`config.mk`:
```
export PLATFORM = sky130hd
export DESIGN_NAME = frlsh_ctrl
export DESIGN_NICKNAME = d
export VERILOG_FILES = /design/src/frlsh_pkg.sv /design/src/frlsh_ctrl.sv
export SDC_FILE = /design/constraint.sdc
export NUM_CORES = 1
export LEC_CHECK = 0
export ABC_AREA = 1
export BUFFER_PORTS_ARGS = -buffer_cell sky130_fd_sc_hd__clkbuf_2
export CAP_MARGIN = 20
export CORE_MARGIN = 2
export CORE_UTILIZATION = 35
export CTS_CLUSTER_DIAMETER = 80
export CTS_CLUSTER_SIZE = 30
export DETAILED_ROUTE_END_ITERATION = 10
export HOLD_SLACK_MARGIN = 0.12
export SETUP_SLACK_MARGIN = 0.4
export SKIP_CTS_REPAIR_TIMING = 1
export SYNTH_ARGS = -nofsm -noshare
export SYNTH_HDL_FRONTEND = slang
export SYNTH_SLANG_ARGS = --single-unit
```
`constraint.sdc`:
```
create_clock -name clk -period 1.8 [get_ports clk]
set_clock_uncertainty 0.1 [all_clocks]
set_input_delay 0.36 -clock clk [delete_from_list [all_inputs] [get_ports clk]]
set_output_delay 0.36 -clock clk [all_outputs]
set_load 0.02 [all_outputs]
```
`src/frlsh_pkg.sv`:
```
// ----------------------------------------------------------------------------
// frlsh_pkg
// Shared types, codes and constants of the frequency relay load shedder.
// ----------------------------------------------------------------------------
`default_nettype none

package frlsh_pkg;

	localparam int LOAD_COUNT_DEF = 5;
	localparam int LOAD_COUNT_MAX = 16;
	localparam int OUT_LOADS      = 5;

	localparam int FREQ_W  = 24;
	localparam int COUNT_W = 16;
	localparam int ROC_W   = 32;
	localparam int RTHR_W  = 31;
	localparam int TICK_W  = 16;
	localparam int ADDR_W  = 4;
	localparam int DATA_W  = 32;

	localparam int NUM_W  = 73;
	localparam int DEN_W  = 35;
	localparam int REM_W  = DEN_W + 1;
	localparam int SUM_W  = FREQ_W + 1;
	localparam int FP_W   = 2 * FREQ_W;
	localparam int PART_W = SUM_W + FREQ_W;
	localparam int CNT_W  = 7;

	localparam logic [FREQ_W-1:0] FREQ_NUMER  = 24'd16000000;
	localparam logic [9:0]        MHZ_SCALE   = 10'd1000;
	localparam logic [CNT_W-1:0]  FDIV_STEPS  = 7'd24;
	localparam logic [CNT_W-1:0]  RDIV_STEPS  = 7'd73;

	localparam logic [FREQ_W-1:0] FREQ_THR_RST = 24'd49000;
	localparam logic [RTHR_W-1:0] ROC_THR_RST  = 31'd10000;
	localparam logic [TICK_W-1:0] PERIOD_RST   = 16'd500;

	typedef enum logic [1:0] {
		OP_SAMPLE = 2'd0,
		OP_TICK   = 2'd1,
		OP_SWITCH = 2'd2,
		OP_BUTTON = 2'd3
	} op_t;

	typedef enum logic [1:0] {
		MODE_OFF     = 2'd0,
		MODE_ON      = 2'd1,
		MODE_MANAGED = 2'd2
	} mode_t;

	typedef enum logic [1:0] {
		REG_FREQ_THR = 2'd0,
		REG_ROC_THR  = 2'd1,
		REG_PERIOD   = 2'd2
	} reg_idx_t;

	typedef struct packed {
		logic capture;
		logic div_step;
		logic mul1;
		logic mul2;
		logic mul3;
		logic mul4;
		logic apply;
	} cmd_t;

	typedef struct packed {
		logic div_last;
		logic out_free;
	} status_t;

endpackage

`default_nettype wire

```
`src/frlsh_ctrl.sv`:
```
// ----------------------------------------------------------------------------
// frlsh_ctrl
// Sequencer: division and products for a sample, then the update for any item.
// ----------------------------------------------------------------------------
`default_nettype none

module frlsh_ctrl
	import frlsh_pkg::*;
(
	input  wire logic    clk,
	input  wire logic    arst_n,
	input  wire logic    item_valid,
	output logic         item_ready,
	input  wire op_t     operation,
	input  wire status_t status,
	output cmd_t         cmd
);

	typedef enum logic [7:0] {
		S_IDLE  = 8'b0000_0001,
		S_FDIV  = 8'b0000_0010,
		S_MUL1  = 8'b0000_0100,
		S_MUL2  = 8'b0000_1000,
		S_MUL3  = 8'b0001_0000,
		S_MUL4  = 8'b0010_0000,
		S_RDIV  = 8'b0100_0000,
		S_APPLY = 8'b1000_0000
	} state_t;

	state_t state_q, state_n;

	assign item_ready = (state_q == S_IDLE);

	always_comb begin
		state_n = state_q;
		cmd     = '0;
		case (state_q)
			S_IDLE: begin
				if (item_valid) begin
					cmd.capture = 1'b1;
					state_n = (operation == OP_SAMPLE) ? S_FDIV : S_APPLY;
				end
			end
			S_FDIV: begin
				cmd.div_step = 1'b1;
				if (status.div_last) begin
					state_n = S_MUL1;
				end
			end
			S_MUL1: begin
				cmd.mul1 = 1'b1;
				state_n  = S_MUL2;
			end
			S_MUL2: begin
				cmd.mul2 = 1'b1;
				state_n  = S_MUL3;
			end
			S_MUL3: begin
				cmd.mul3 = 1'b1;
				state_n  = S_MUL4;
			end
			S_MUL4: begin
				cmd.mul4 = 1'b1;
				state_n  = S_RDIV;
			end
			S_RDIV: begin
				cmd.div_step = 1'b1;
				if (status.div_last) begin
					state_n = S_APPLY;
				end
			end
			S_APPLY: begin
				if (status.out_free) begin
					cmd.apply = 1'b1;
					state_n   = S_IDLE;
				end
			end
			default: begin
				state_n = S_IDLE;
			end
		endcase
	end

	always_ff @(posedge clk or negedge arst_n) begin
		if (!arst_n) begin
			state_q <= S_IDLE;
		end else begin
			state_q <= state_n;
		end
	end

endmodule

`default_nettype wire

```
Word level (Yosys, flattened, before mapping) --
Cells that the tools add are included. W data, S select, Z words.
Cells by class: reduce and logical (&&, ||, !) cells 3, div/mod/pow operators 0, bitwise logic cells 0, multiplexer cells 15, shifts and indexed selects 0, multiply operators 0, add/subtract/negate cells 0, order comparisons 0, equal/unequal tests 12
Operator list (number):
- $pmux W8 S8 | 1
- $mux W8 | 5
- $mux W1 | 9
- $eq A8 B1 Y1 const B | 1
- $eq A8 B2 Y1 const B | 1
- $eq A8 B3 Y1 const B | 1
- $eq A8 B4 Y1 const B | 1
- $eq A8 B5 Y1 const B | 1
- $eq A8 B6 Y1 const B | 1
- $eq A8 B7 Y1 const B | 1
- $eq A8 B8 Y1 const B | 1
- $ne A2 B2 Y1 const B | 4
- $reduce_and A4 Y1 | 1
- $logic_not A2 Y1 | 1
- $reduce_or A2 Y1 | 1
Storage, ports and cells: bits in latches 0, register bits 8, RAM bits 0, input bits 7, word-level logic and storage cells 31, bits in read-only memories 0, memories 0, output and inout port bits 8

Logic depth before layout (Yosys ltp) --
Gate-level depths: netlist (run 1).
depth in word-level cells 4, depth in mapped cells 9, gate-level depth less buffers 9

Worst setup path before layout (run 1) --
OpenSTA, ideal clock, no wires.
path type flip-flop to output port, start register state_q[2], end output cmd[0] (netlist bit), required time 1.340 ns, path slack 0.050 ns, path buffers 0, arrival 1.290 ns, cell stages (with the launch flop) 4, cell sequence dfrtp_1 > nor2_2 > nand2_4 > nor4_1
RTL lines:
- start, declared | RTL line frlsh_ctrl.sv:30 | state_t state_q, state_n;
- start signal, assigned | RTL line frlsh_ctrl.sv:88 | state_q <= state_n;
- end, declared | RTL line frlsh_ctrl.sv:16 | output cmd_t cmd

==> impl_metrics.ini, run 1 <==
[run_status]
outcome = finished with violations
failed_checks = setup timing

[timing]
post-route-period-util = 1.012
worst_slew_pin_slew_ns = 0.2318
setup_viol = 1
min_period_ns = 1.822
fmax_ghz = 0.5488
final_max_slew_viol_count = 0
slew_headroom = 0.8449
fin_ws_ns = -0.02226
hold_violations = 0
rsz0062_at_grt = yes

[floorplanning]
core_area_sq_um = 1541
design.die.area_sq_um = 2020
die_x_um = 44.95
rows = 14
io_pins = 15
start_util = 0.3807
die_h_um = 44.95

[final_layout]
regMostFlops = state_q
design_area_sq_um = 933.4
area_growth_pct = 59.06
layout-drive-gt1-share = 0.6000
final_common_cell = buf_4
final_cell_mix = buf_4 (13), nand2_1 (12), nor2_4 (10), nor2_1 (10), inv_1 (9)
largest_reg_flops = 8
fin_cells = 126
reg.largest.list = state_q x8
nets = 118
diodes = 0
fillers = 143

[logic_synthesis]
netlist.area_leader.share = 0.2985
syn_inst = 80
syn_nets = 87
synth_compound_area_frac = 0.03412
seq_area_frac_synth = 0.3433
yosys.area_share.simple = 0.5139
ys_types = 19
synthTopCellsByArea = dfrtp_1 (30%), nor2_4 (12%), nand2_1 (9.6%)
syn_avg_cell_area_sq_um = 7.335
synth_xor_area_frac = 0
yosys_warnings = 0
synth_top_family_by_area = simple AND/OR/NAND/NOR gates
synthAdderAreaFrac = 0
syn_area_sq_um = 586.8
synth-seq-cells = 8
synth_top_area_cell = dfrtp_1
synthMuxAreaShare = 0

[detailed_routing]
antenna_left = 0
drt-total-wl_um = 1418
wl_per_cell_um = 11.25
drt_iter0_markers = 2
drc = 0
viasPerCell = 4.381
vias = 552
drt_pass1_iterations = 4

[worst_setup_path]
worstSetupPathType = flop to primary output
worst_setup_path_start_kind = flop
worstPathRequired_ns = 1.34
critical_path_peak_fanout = 7
cp-end-kind = primary output
crit_arrival_ns = 1.36

[power_and_ir_drop]
switching_power_uw = 544.9
p_leak_nw = 0.4990
combPwrFrac = 0.648
peakVddDrop_mv = 0.6755
p_seq_frac = 0.220
p_clk_frac = 0.132
powerDensity_nw_per_um2 = 1293
p_int_uw = 662.4
p_sw_frac = 0.4514

[clocking]
cts_tree = built
htree_levels = 1
cts_root_buffer = clkbuf_4
cts_made_buffers = 3
clkLatencyLatePin_ns = 0.27
clock-sinks = 8
clockBufferDepth = 2
path_clk_slew_ns = 0.06

[global_route]
grt_pass1_wl_um = 1925
grt-ovfl-total = 0
antenna_found_initial = 0
grt_pass1_vias = 441
grt.total_usage = 0.1398
grt_max_degree = 9

[placed_design]
portBuffers = 14
gp_congestion = 0.7670
pre_cts_slack_ns = 0.2495
placed_cells = 110
place_hpwl_um = 966
dpl_cell_area_sq_um = 701.9

[job]
drv_cap = 0

[worst_hold_path]
hold_path.class = primary input to flop
-- power by group through the flow --
stage	clock network, mW	logic [mW]	registers [mW]
2_1_floorplan	0	0.412	0.258
3_3_place_gp	0	0.501	0.262
3_5_place_dp	0	0.506	0.262
4_1_cts	0.158	0.508	0.259
5_1_grt	0.169	0.853	0.271
6_report	0.159	0.782	0.266
-- path summary, 6_finish.rpt --
kind,startpoint,end,slack (ns),cells past startpoint
min in group asynchronous,arst_n,state_q[5]$_DFFE_PN0P_,0.37,2
hold / removal,operation[1],state_q[1]$_DFFE_PN0P_,0.27,4
hold reg to reg,state_q[5]$_DFFE_PN0P_,state_q[5]$_DFFE_PN0P_,0.53,3
setup reg to reg,state_q[0]$_DFFE_PN1P_,state_q[7]$_DFFE_PN0P_,0.26,8
setup / recovery,state_q[0]$_DFFE_PN1P_,cmd[5],-0.02,6
max in group asynchronous,arst_n,state_q[0]$_DFFE_PN1P_,0.97,2
-- cells in the mapped netlist --
master,n
dfrtp_1,7
dfstp_2,1
inv_1,14
inv_2,3
nand2_1,15
nand2_2,4
nand2_4,3
nand3_1,2
nand3_2,1
nand4_1,1
nor2_1,13
nor2_2,4
nor2_4,6
nor3_1,1
nor3b_1,1
nor4_1,1
o21ai_0,1
o21ai_2,1
o22ai_1,1
-- metrics by stage --
stage	util	hold WS (ns)	power, mW	TNS (ns)
2_1_floorplan	-	-0.03559	0.6693	0
3_3_place_gp	0.4554	0.1236	0.7628	0
3_5_place_dp	0.4554	0.1252	0.7678	0
4_1_cts	0.4724	-0.1552	0.9239	-0.06404
5_1_grt	0.6055	0.2968	1.292	-0.1969
6_report	0.6055	0.2666	1.207	-0.02226
-- kinds of logic after synthesis --
logic type / count (synthesis)
buffers and inverters: 17
DFF: 8
AOI/OAI and AO/OA: 3
and+or+nand+nor: 52
-- area by class of cell --
cell class	instances	area (sq um)	area share
inverters	17	68.82	0.07373
multi-input cells	55	410.4	0.4397
clock buffers	4	26.28	0.02815
repair buffers	26	205.2	0.2198
well taps	16	20.02	0.02145
flip-flops and latches	8	202.7	0.2172
-- layer usage --
layer / track usage / vias up / wire [um]
met5: 0 / - / 0
met4: 0.07059 / 0 / 46
met3: 0.06000 / 5 / 80
met2: 0.1943 / 16 / 717
met1: 0.1832 / 235 / 574
li1: - / 296 / -
-- worst max-delay path: stages (launching register included) --
cell and delay [ns]:
dfstp_2 0.57, nor2_4 0.05, nand2_4 0.13, nor2_4 0.06, nor2_4 0.13, inv_2 0.04, buf_6 0.12
(Power assumes the default switching activity.)
==> run 2: changes to the inputs <==
SETUP_SLACK_MARGIN = default   (was 0.4)
clock period = 1.53 ns   (was 1.8 ns; I/O delays follow)
==> run 2 against run 1 <==
Against the previous run:
- the run still ends with setup timing left
- via count decreased by 0.18%
- largest cell class unchanged
- final area down 14%
- total power is 4.0% lower
- register-to-register slack got worse by 0.16 ns
- first-iteration DRC count rose to 4.5 times the previous value
- worst setup slack worse by 0.19 ns
- count of clock-buffer cells in the layout stayed put
==> impl_metrics.ini, run 2 (same netlist as run 1, synthesis figures left out) <==
[worst_setup_path]
cp_slowest_cell = dfstp_2
r2r_setup_slack_ns = 0.10
worstSetupPathType = flop to primary output
worstPathRequired_ns = 1.12
cp_top_family = flip-flops
crit_path_end = cmd[5]
timing.rr.start = state_q[0]$_DFFE_PN1P_
cp_slowest_stage_delay_ns = 0.57
critical_path.most_common_cell = nor2_4
crit_buf_inv = 2
crit_arrival_ns = 1.33
reg2regPathDepth = 9
startpoint = state_q[0]$_DFFE_PN1P_
worst_setup_path_start_kind = flop
critical_path_peak_fanout = 6
cp.depth = 6
crit_chain = nor2_4 > nand2_4 > nor2_4 > nor2_2 > inv_1 > buf_6
rr_endpoint = state_q[0]$_DFFE_PN1P_
cp-end-kind = primary output

[floorplanning]
core_area_sq_um = 1541
die_x_um = 44.95
start_util = 0.3807
rows = 14
die_h_um = 44.95
io_pins = 15
design.die.area_sq_um = 2020

[detailed_routing]
wl_met3_um = 65
drt-total-wl_um = 1268
drt_pass1_iterations = 3
viasPerCell = 4.592
wl_per_cell_um = 10.57
drt_iter0_markers = 9
vias = 551
wl_met2_um = 569
wl_met1_um = 603
antenna_left = 0
highest-signal-layer = met4
drc = 0

[final_layout]
largest_reg_flops = 8
reg.largest.list = state_q x8
design_area_sq_um = 804.5
layout-drive-gt1-share = 0.4808
diodes = 0
final_cell_mix = nand2_1 (14), inv_1 (13), nor2_1 (11)
nets = 112
area_growth_pct = 37.10
regMostFlops = state_q
final_common_cell = nand2_1

[placed_design]
place_hpwl_um = 977.7
gp_congestion = 0.8111
dpl_cell_area_sq_um = 705.7
portBuffers = 14

[power_and_ir_drop]
p_leak_nw = 0.4655
powerDensity_nw_per_um2 = 1441
switching_power_uw = 532.4
p_int_uw = 627.2
combPwrFrac = 0.576
p_seq_frac = 0.264
p_sw_frac = 0.4591
p_clk_frac = 0.160
peakVddDrop_mv = 0.9063

[global_route]
grt_pass1_wl_um = 1856
grt_pass1_vias = 440
grt.total_usage = 0.1393
antenna_found_initial = 0
grt-ovfl-total = 0
grt_max_degree = 9

[clocking]
clock-sinks = 8
clockBufferDepth = 2
cts_tree = built
htree_levels = 1
path_clk_slew_ns = 0.05
clkLatencyLatePin_ns = 0.27
cts_root_buffer = clkbuf_4
cts_made_buffers = 3

[timing]
worst_slew_pin_slew_ns = 0.2315
setup_viol = 8
final_max_slew_viol_count = 0
hold_violations = 0
min_period_ns = 1.739
rsz0062_at_grt = yes
slew_headroom = 0.8456
fin_ws_ns = -0.2086
timing.hold.ws_ns = 0.2165
post-route-period-util = 1.136
fmax_ghz = 0.5752
tns_ns = -1.183

[run_status]
failed_checks = setup timing
outcome = finished with violations

[job]
drv_cap = 0

[worst_hold_path]
hold_path.class = primary input to flop
run 2: cell count changes in the layout (fill, tap and decap cells not counted), moves of 2 or more:
cell     change
inv_2        -4
nor2_4       -3
buf_4        -5
nor2_2       +2
nand2_1      +2
buf_6        -2
inv_1        +4
run 2: per-layer routing:
layer  track usage  vias to the layer above
met1        0.1746                      242
met4       0.08824                        0
met3       0.06000                        4
met2        0.1943                       14
met5             0                        -
li1              -                      291
run 2: power groups by stage:
stage | Sequential [mW] | Combinational (mW) | Clock (mW)
6_report | 0.306 | 0.668 | 0.185
5_1_grt | 0.310 | 0.733 | 0.210
4_1_cts | 0.304 | 0.594 | 0.194
3_5_place_dp | 0.308 | 0.590 | 0
3_3_place_gp | 0.306 | 0.590 | 0
2_1_floorplan | 0.303 | 0.455 | 0
run 2: final cells by class:
cell class	count	area [sq um]
fillers	166	737.0
clock buffers	4	26.28
flip-flops and latches	8	201.4
repair buffers	20	150.1
multi-input cells	55	340.3
well taps	16	20.02
inverters	17	66.31
run 2: per-stage QoR:
stage	util	worst slack (ns)	cells	power [mW]
finish	0.5219	-0.2086	120	1.160
global route	0.5219	-0.2977	120	1.253
CTS	0.4748	-0.2629	117	1.092
detailed placement	0.4578	0.02844	113	0.8985
global placement	0.4578	0.04711	113	0.8963
floorplan	-	0.03242	80	0.7586
run 2: worst min path at each step:
stage                 startpoint                      to  slack, ns  depth (start not counted)
global placement          arst_n  state_q[5]$_DFFE_PN0P_       0.07                          1
global route        operation[0]  state_q[1]$_DFFE_PN0P_       0.24                          4
floorplan                 arst_n  state_q[1]$_DFFE_PN0P_      -0.09                          0
finish              operation[0]  state_q[1]$_DFFE_PN0P_       0.22                          4
detailed placement        arst_n  state_q[5]$_DFFE_PN0P_       0.07                          1
CTS                       arst_n  state_q[5]$_DFFE_PN0P_      -0.22                          1
run 2: worst register-to-register path, delay by kind of cell, from the launching register on:
kind                   cells  cell delay (ns)
buffers and inverters      1             0.12
DFF                        1             0.57
and+or+nand+nor            8             0.59
==> run 3: changes to the inputs <==
SKIP_LAST_GASP = 1   (was default)
==> run 3 against run 2 <==
Against the previous run:
- the run still ends with setup timing left
- worst setup slack about the same
- critical path depth unchanged
- count of clock-buffer cells in the layout did not move
- fmax barely moved
- final area shrank 0.78%
- sequential cell count is the same
- utilization down 0.41 points
- cell count stayed put
==> impl_metrics.ini, run 3 (same netlist as run 1, synthesis figures left out) <==
[run_status]
outcome = finished with violations
failed_checks = setup timing

[final_layout]
fillers = 166
regMostFlops = state_q
reg.largest.list = state_q x8
nets = 112
design_area_sq_um = 798.3
diodes = 0
fin_cells = 120
area_growth_pct = 36.03
largest_reg_flops = 8
final_cell_mix = nand2_1 (14), inv_1 (13), nor2_1 (11)
layout-drive-gt1-share = 0.4808
final_common_cell = nand2_1

[global_route]
grt-ovfl-total = 0
grt_max_degree = 9
grt.total_usage = 0.1393
grt_pass1_vias = 440
grt_pass1_wl_um = 1856
antenna_found_initial = 0

[placed_design]
place_hpwl_um = 977.7
gp_congestion = 0.8111
pre_cts_slack_ns = 0.02844
placed_cells = 113
dpl_cell_area_sq_um = 705.7
portBuffers = 14

[clocking]
htree_levels = 1
clockBufferDepth = 2
path_clk_slew_ns = 0.05
clkLatencyLatePin_ns = 0.27
cts_root_buffer = clkbuf_4
cts_made_buffers = 3
clock-sinks = 8
cts_tree = built

[floorplanning]
core_area_sq_um = 1541
design.die.area_sq_um = 2020
die_h_um = 44.95
io_pins = 15
die_x_um = 44.95
start_util = 0.3807
rows = 14

[timing]
final_max_slew_viol_count = 0
tns_ns = -1.216
rsz0062_at_grt = yes
slew_headroom = 0.8476
fmax_ghz = 0.5752
post-route-period-util = 1.136
hold_violations = 0
min_period_ns = 1.739
setup_viol = 8
fin_ws_ns = -0.2086
worst_slew_pin_slew_ns = 0.2286

[power_and_ir_drop]
p_leak_nw = 0.4639
powerDensity_nw_per_um2 = 1450
total_power_mw = 1.158
peakVddDrop_mv = 0.9058

[detailed_routing]
drt_iter0_markers = 9
drt_pass1_iterations = 3
antenna_left = 0
vias = 551
drt-total-wl_um = 1263
drc = 0
wl_per_cell_um = 10.53
viasPerCell = 4.592

[worst_setup_path]
worstSetupPathType = flop to primary output
cp-end-kind = primary output
worstPathRequired_ns = 1.12
crit_arrival_ns = 1.33
critical_path_peak_fanout = 6
worst_setup_path_start_kind = flop

[worst_hold_path]
hold_path.class = primary input to flop

[job]
drv_cap = 0
run 3: cell types whose count changed in the layout (fill, tap and decap cells not counted), sizes merged:
cell,previous run,this run
clkbuf,10,11
buf,13,12
run 3: critical path, cell delays in order (launching register included):
cell and delay (ns):
dfstp_2 0.57, nor2_4 0.05, nand2_4 0.11, nor2_4 0.04, nor2_2 0.11, inv_1 0.06, buf_6 0.12
run 3: worst paths after layout:
check / cells after the start / endpoint / slack [ns] / from
hold / removal: 4 / state_q[1]$_DFFE_PN0P_ / 0.22 / operation[0]
setup reg to reg: 9 / state_q[0]$_DFFE_PN1P_ / 0.10 / state_q[0]$_DFFE_PN1P_
max in group asynchronous: 2 / state_q[0]$_DFFE_PN1P_ / 0.74 / arst_n
setup / recovery: 6 / cmd[5] / -0.21 / state_q[0]$_DFFE_PN1P_
min in group asynchronous: 2 / state_q[5]$_DFFE_PN0P_ / 0.32 / arst_n
hold reg to reg: 3 / state_q[5]$_DFFE_PN0P_ / 0.52 / state_q[6]$_DFFE_PN0P_
run 3: final cells by class:
type / instances / area, sq um / share of cell area
clock buffers: 4 / 26.28 / 0.03292
inverters: 17 / 66.31 / 0.08307
multi-input cells: 55 / 340.3 / 0.4263
flip-flops and latches: 8 / 201.4 / 0.2524
well taps: 16 / 20.02 / 0.02508
repair buffers: 20 / 143.9 / 0.1803
run 3: where the power goes:
group / leakage (nW) / switching [mW] / total [mW] / internal [mW]
clock: 0.0150 / 0.0848 / 0.185 / 0.101
combinational: 0.342 / 0.401 / 0.666 / 0.265
sequential: 0.107 / 0.0462 / 0.306 / 0.260
run 3: metrics by stage:
stage,utilization,hold slack (ns)
3_5_place_dp,0.4578,0.07096
4_1_cts,0.4748,-0.2203
6_report,0.5179,0.2166
3_3_place_gp,0.4578,0.06957
2_1_floorplan,-,-0.08959
5_1_grt,0.5179,0.2426
run 3: layer usage:
| metal | track usage | up-vias | wire (um) | part of all wire |
|---|---|---|---|---|
| met2 | 0.1943 | 14 | 570 | 0.45 |
| met5 | 0 | - | 0 | 0 |
| met3 | 0.06000 | 4 | 66 | 0.052 |
| met1 | 0.1746 | 242 | 595 | 0.47 |
| met4 | 0.08824 | 0 | 30 | 0.024 |
| li1 | - | 291 | - | - |
